<file path="src/design/rci_fifo.sv">
module rci_fifo #(
    parameter int DEPTH = 16,
    parameter int WIDTH = 8
) (
    input  logic             clk,
    input  logic             rst_n,
    input  logic             push,
    input  logic [WIDTH-1:0] din,
    input  logic             pop,
    output logic [WIDTH-1:0] dout,
    output logic             empty
);
    localparam int AW = $clog2(DEPTH);

    logic [WIDTH-1:0] mem [DEPTH];
    logic [AW-1:0]    wptr_reg, wptr_next;
    logic [AW-1:0]    rptr_reg, rptr_next;
    logic [AW:0]      cnt_reg, cnt_next;
    logic             dv_reg, dv_next;
    logic [WIDTH-1:0] dout_reg;
    logic             load;

    // refill the output register when it is free or being taken
    assign load = (cnt_reg != '0) && (!dv_reg || pop);

    // pointers wrap at the last entry so any depth works
    always_comb
    begin
        if (push)
            wptr_next = (wptr_reg == AW'(DEPTH - 1)) ? '0 : wptr_reg + 1'b1;
        else
            wptr_next = wptr_reg;
        if (load)
            rptr_next = (rptr_reg == AW'(DEPTH - 1)) ? '0 : rptr_reg + 1'b1;
        else
            rptr_next = rptr_reg;
        cnt_next  = cnt_reg + (AW+1)'(push) - (AW+1)'(load);
        if (load)
            dv_next = 1'b1;
        else if (pop)
            dv_next = 1'b0;
        else
            dv_next = dv_reg;
    end

    always_ff @(posedge clk or negedge rst_n)
    begin
        if (!rst_n)
        begin
            wptr_reg <= '0;
            rptr_reg <= '0;
            cnt_reg  <= '0;
            dv_reg   <= 1'b0;
        end
        else
        begin
            wptr_reg <= wptr_next;
            rptr_reg <= rptr_next;
            cnt_reg  <= cnt_next;
            dv_reg   <= dv_next;
        end
    end

    // storage write
    always_ff @(posedge clk)
    begin
        if (push)
            mem[wptr_reg] <= din;
    end

    // registered read
    always_ff @(posedge clk)
    begin
        if (load)
            dout_reg <= mem[rptr_reg];
    end

    assign dout  = dout_reg;
    assign empty = !dv_reg;

endmodule

</file>
<file path="config.mk">
export PLATFORM = sky130hd
export DESIGN_NAME = rci_fifo
export DESIGN_NICKNAME = d
export VERILOG_FILES = /design/src/design/rci_fifo.sv
export SDC_FILE = /design/constraint.sdc
export NUM_CORES = 1
export LEC_CHECK = 0
export ABC_AREA = 1
export BUFFER_PORTS_ARGS = -buffer_cell sky130_fd_sc_hd__buf_4
export CORE_ASPECT_RATIO = 1.5
export CORE_MARGIN = 2
export CORE_UTILIZATION = 36
export CTS_CLUSTER_SIZE = 10
export DETAILED_ROUTE_END_ITERATION = 12
export PLACE_DENSITY = 0.58
export SLEW_MARGIN = 20
export SYNTH_ARGS = -nofsm -noshare
export SYNTH_HDL_FRONTEND = slang
export SYNTH_SLANG_ARGS = --single-unit
</file>
<file path="constraint.sdc">
create_clock -name clk -period 2.1 [get_ports clk]
set_input_delay 0.42 -clock clk [delete_from_list [all_inputs] [get_ports clk]]
set_output_delay 0.42 -clock clk [all_outputs]
set_load 0.005 [all_outputs]
</file>
==> metrics.md <==
| Metric | Value |
|---|---|
| Status | `complete, no violations` |
| Max Clk Rate | `485.8 MHz` |
| CTS root buffer | `clkbuf_16` |
| # port buffers | `20` |
| YS warnings | `0` |
| DP HPWL | `9543 um` |
| Io pins | `21` |
| Commonest non-fill, non-tap cell in the layout | `nand2_1` |
| # clock sinks | `150` |
| Hold_ws | `290.5 ps` |
| Router iterations before antenna repair | `5` |
| Post-Syn Area per Cell | `10.11 um^2` |
| Required @ worst endpoint | `between 2000 and 2500 ps` |
| Htree depth | `4` |
| Final period util | `0.9802` |
| Setup TNS | `0 ps` |
| Syn nets | `686` |
| Clock Tree Buf Depth | `2` |
| GR Overflow Total | `0` |
| Share of layout cells above drive strength 1 | `0.1859` |
| Synth area leaders | `edfxtp_1, nand2_1, nand3_1` |
| Final Max Tran Viols | `0` |
| Final ANT Viol Nets | `0` |
| # nets final | `732` |
| Rel. slew slack | `0.6615` |
| Vias | `4324` |
| Vias per cell | `4.444` |
| Filler-free cell count of the finished design | `973` |
| WL/cell | `14.52 um` |
| Core footprint | `0.01839 mm^2` |
| Number of global-route vias before repair | `4306` |
| Initial DRC Count | `236` |
| #FFs+latches synth | `150` |
| Post-Synthesis Cells | `662` |
| Inst Count DP | `935` |
| Final wirelength | `approximately 14000 um` |
| Synth area leader | `edfxtp_1` |
| WS Path Type | `flop to flop` |
| Die height | `between 150 and 200 um` |
| Crit end category | `flop` |
| Max-Cap Viols | `0` |
| Cell row count | `61` |
| Global-route wire length before repair | `22550 um` |
| Final GP Congestion | `~0.92` |
| CTS tree | `built` |
| Mapped Area | `0.006693 mm^2` |
| Crit-path cells | `inv_2 -> ha_4 -> nand3_4 -> nand2_4 -> inv_6 -> ha_4 -> inv_4 -> ha_4 -> inv_2 -> fa_2 -> o21ai_2 -> a21oi_2 -> xor2_1` |
| CP max stage cell | `dfrtp_1` |
| Total power draw | `approximately 11 mW` |
| Area share of the leading cell type in the synthesized netlist | `0.6102` |
| CP most frequent cell | `ha_4` |
| Post-synth EDFFs | `136` |
| Largest net degree at the start of global routing | `35` |
| Commonest non-fill, non-tap cells in the layout | `nand2_1, edfxtp_1, inv_1` |
| Post-synth ARST share | `0.09333` |
| Maximum VDD drop | `910.4 uV` |
| Clk_lat worst skew | `420 ps` |
| Final setup violation count | `0` |
| Clock transition at path regs | `60 ps` |
| Sequential element share of the synthesized area | `0.6626` |
| Die Span X | `115.3 um` |
| CP max FO | `2` |
| Yosys cell types | `22` |
| Drt drc | `0` |
| Initial Utilization | `0.3639` |
| Max FFs per register | `128` |
| Synthesis-to-layout area growth | `18.40%` |
| Worst Skew | `8.805 ps` |
| Total CTS buffers | `17` |
| PwrDens | `1343 mW/mm^2` |
| Full die area | `0.01972 mm^2` |
| Min-Delay Path Class | `primary input to flop` |
| WP data arrival | `about 2400 ps` |
| # diodes | `0` |
| Final min period | `2058 ps` |
| Antenna violations before repair | `0` |
| Post-layout util | `0.4308` |
| Final hold vios | `0` |
| Worst Tran Pin Value | `507.2 ps` |
| RSZ-0062 raised after global routing | `true` |
| CP max stage delay | `390 ps` |
| Pleak | `approximately 3.5 nW` |
| CP Launch Type | `flop` |
| Dominant synthesized flop cell | `edfxtp_1` |
| Total GRT Usage | `0.1544` |
cells in the mapped netlist, types with 2 or more instances:
| library cell | n |
|---|---|
| nand2_1 | 209 |
| clkinv_1 | 2 |
| ha_1 | 11 |
| edfxtp_1 | 136 |
| inv_2 | 38 |
| o21ai_1 | 6 |
| dfrtp_1 | 14 |
| xor2_1 | 5 |
| nand3_1 | 86 |
| clkbuf_1 | 2 |
| xnor2_1 | 2 |
| nor2_1 | 20 |
| buf_6 | 4 |
| inv_1 | 101 |
| clkinv_2 | 2 |
| buf_2 | 13 |
| buf_4 | 4 |
| a21oi_1 | 3 |
worst paths after layout:
check	start	end	slack, ps	cells past startpoint
worst min-delay path	push	wptr_reg[1]	290	2
min in group asynchronous	rst_n	dv_reg	400	2
worst max-delay path	cnt_reg[2]	cnt_reg[4]	40	13
worst min register to register	wptr_reg[3]	wptr_reg[3]	550	2
max in group asynchronous	rst_n	rptr_reg[0]	1490	2
worst max register to register	cnt_reg[2]	cnt_reg[4]	40	13
per-layer routing:
metal	vias to the layer above	wire, um	share of wire	global-route usage
li1	2172	-	-	-
met1	2011	5517	0.39	0.1734
met2	104	7504	0.53	0.2703
met3	37	436	0.031	0.02798
met4	0	673	0.048	0.08958
met5	-	0	0	0
area by class of cell:
cell class | count | area, um^2
inverters | 143 | 546.8
repair buffers | 51 | 385.4
multi-input cells | 345 | 1638
fillers | 1707 | 10470
clock inverters | 14 | 173.9
well taps | 252 | 315.3
flip-flops and latches | 150 | 4436
clock buffers | 18 | 429.2
report_power, final:
part | leakage [nW] | internal [mW] | switching [mW]
combinational | 1.80 | 1.25 | 2.28
sequential | 1.40 | 3.79 | 0.239
clock | 0.285 | 1.88 | 1.19
total | 3.49 | 6.92 | 3.71
through the flow:
step | area [um^2] | setup slack, ps
after floorplan | 6728 | 25.91
after global placement | 7231 | -57.09
after detailed placement | 7231 | -140.6
after CTS | 7906 | 0.2116
after global routing | 7924 | -54.97
final | 7924 | 41.62
logic make-up (layout without fill, tap and decap cells):
group	after synthesis	count (layout)	share of synthesized area
AOI/OAI and AO/OA	10	10	0.007852
DFF	150	150	0.6626
buffers and inverters	167	226	0.1032
and+or+nand+nor	316	316	0.1937
adders and majority gates	12	12	0.02356
xor gates and xnor gates	7	7	0.009161
critical path, delay by kind of cell (launching register included):
family                     cells  cell delay [ps]
AOI/OAI and AO/OA              2              200
xor gates and xnor gates       1              140
adders and majority gates      4              840
buffers and inverters          4              200
DFF                            1              390
and+or+nand+nor                2              170
timing repair:
item	in CTS	in global routing
resized for setup	7	4
endpoints found under the setup margin	1	1
hold buffers	1	0
buffers inserted	5	0
pin swaps	4	2
hold endpoints to repair	14	0
(Power assumes the default switching activity.)
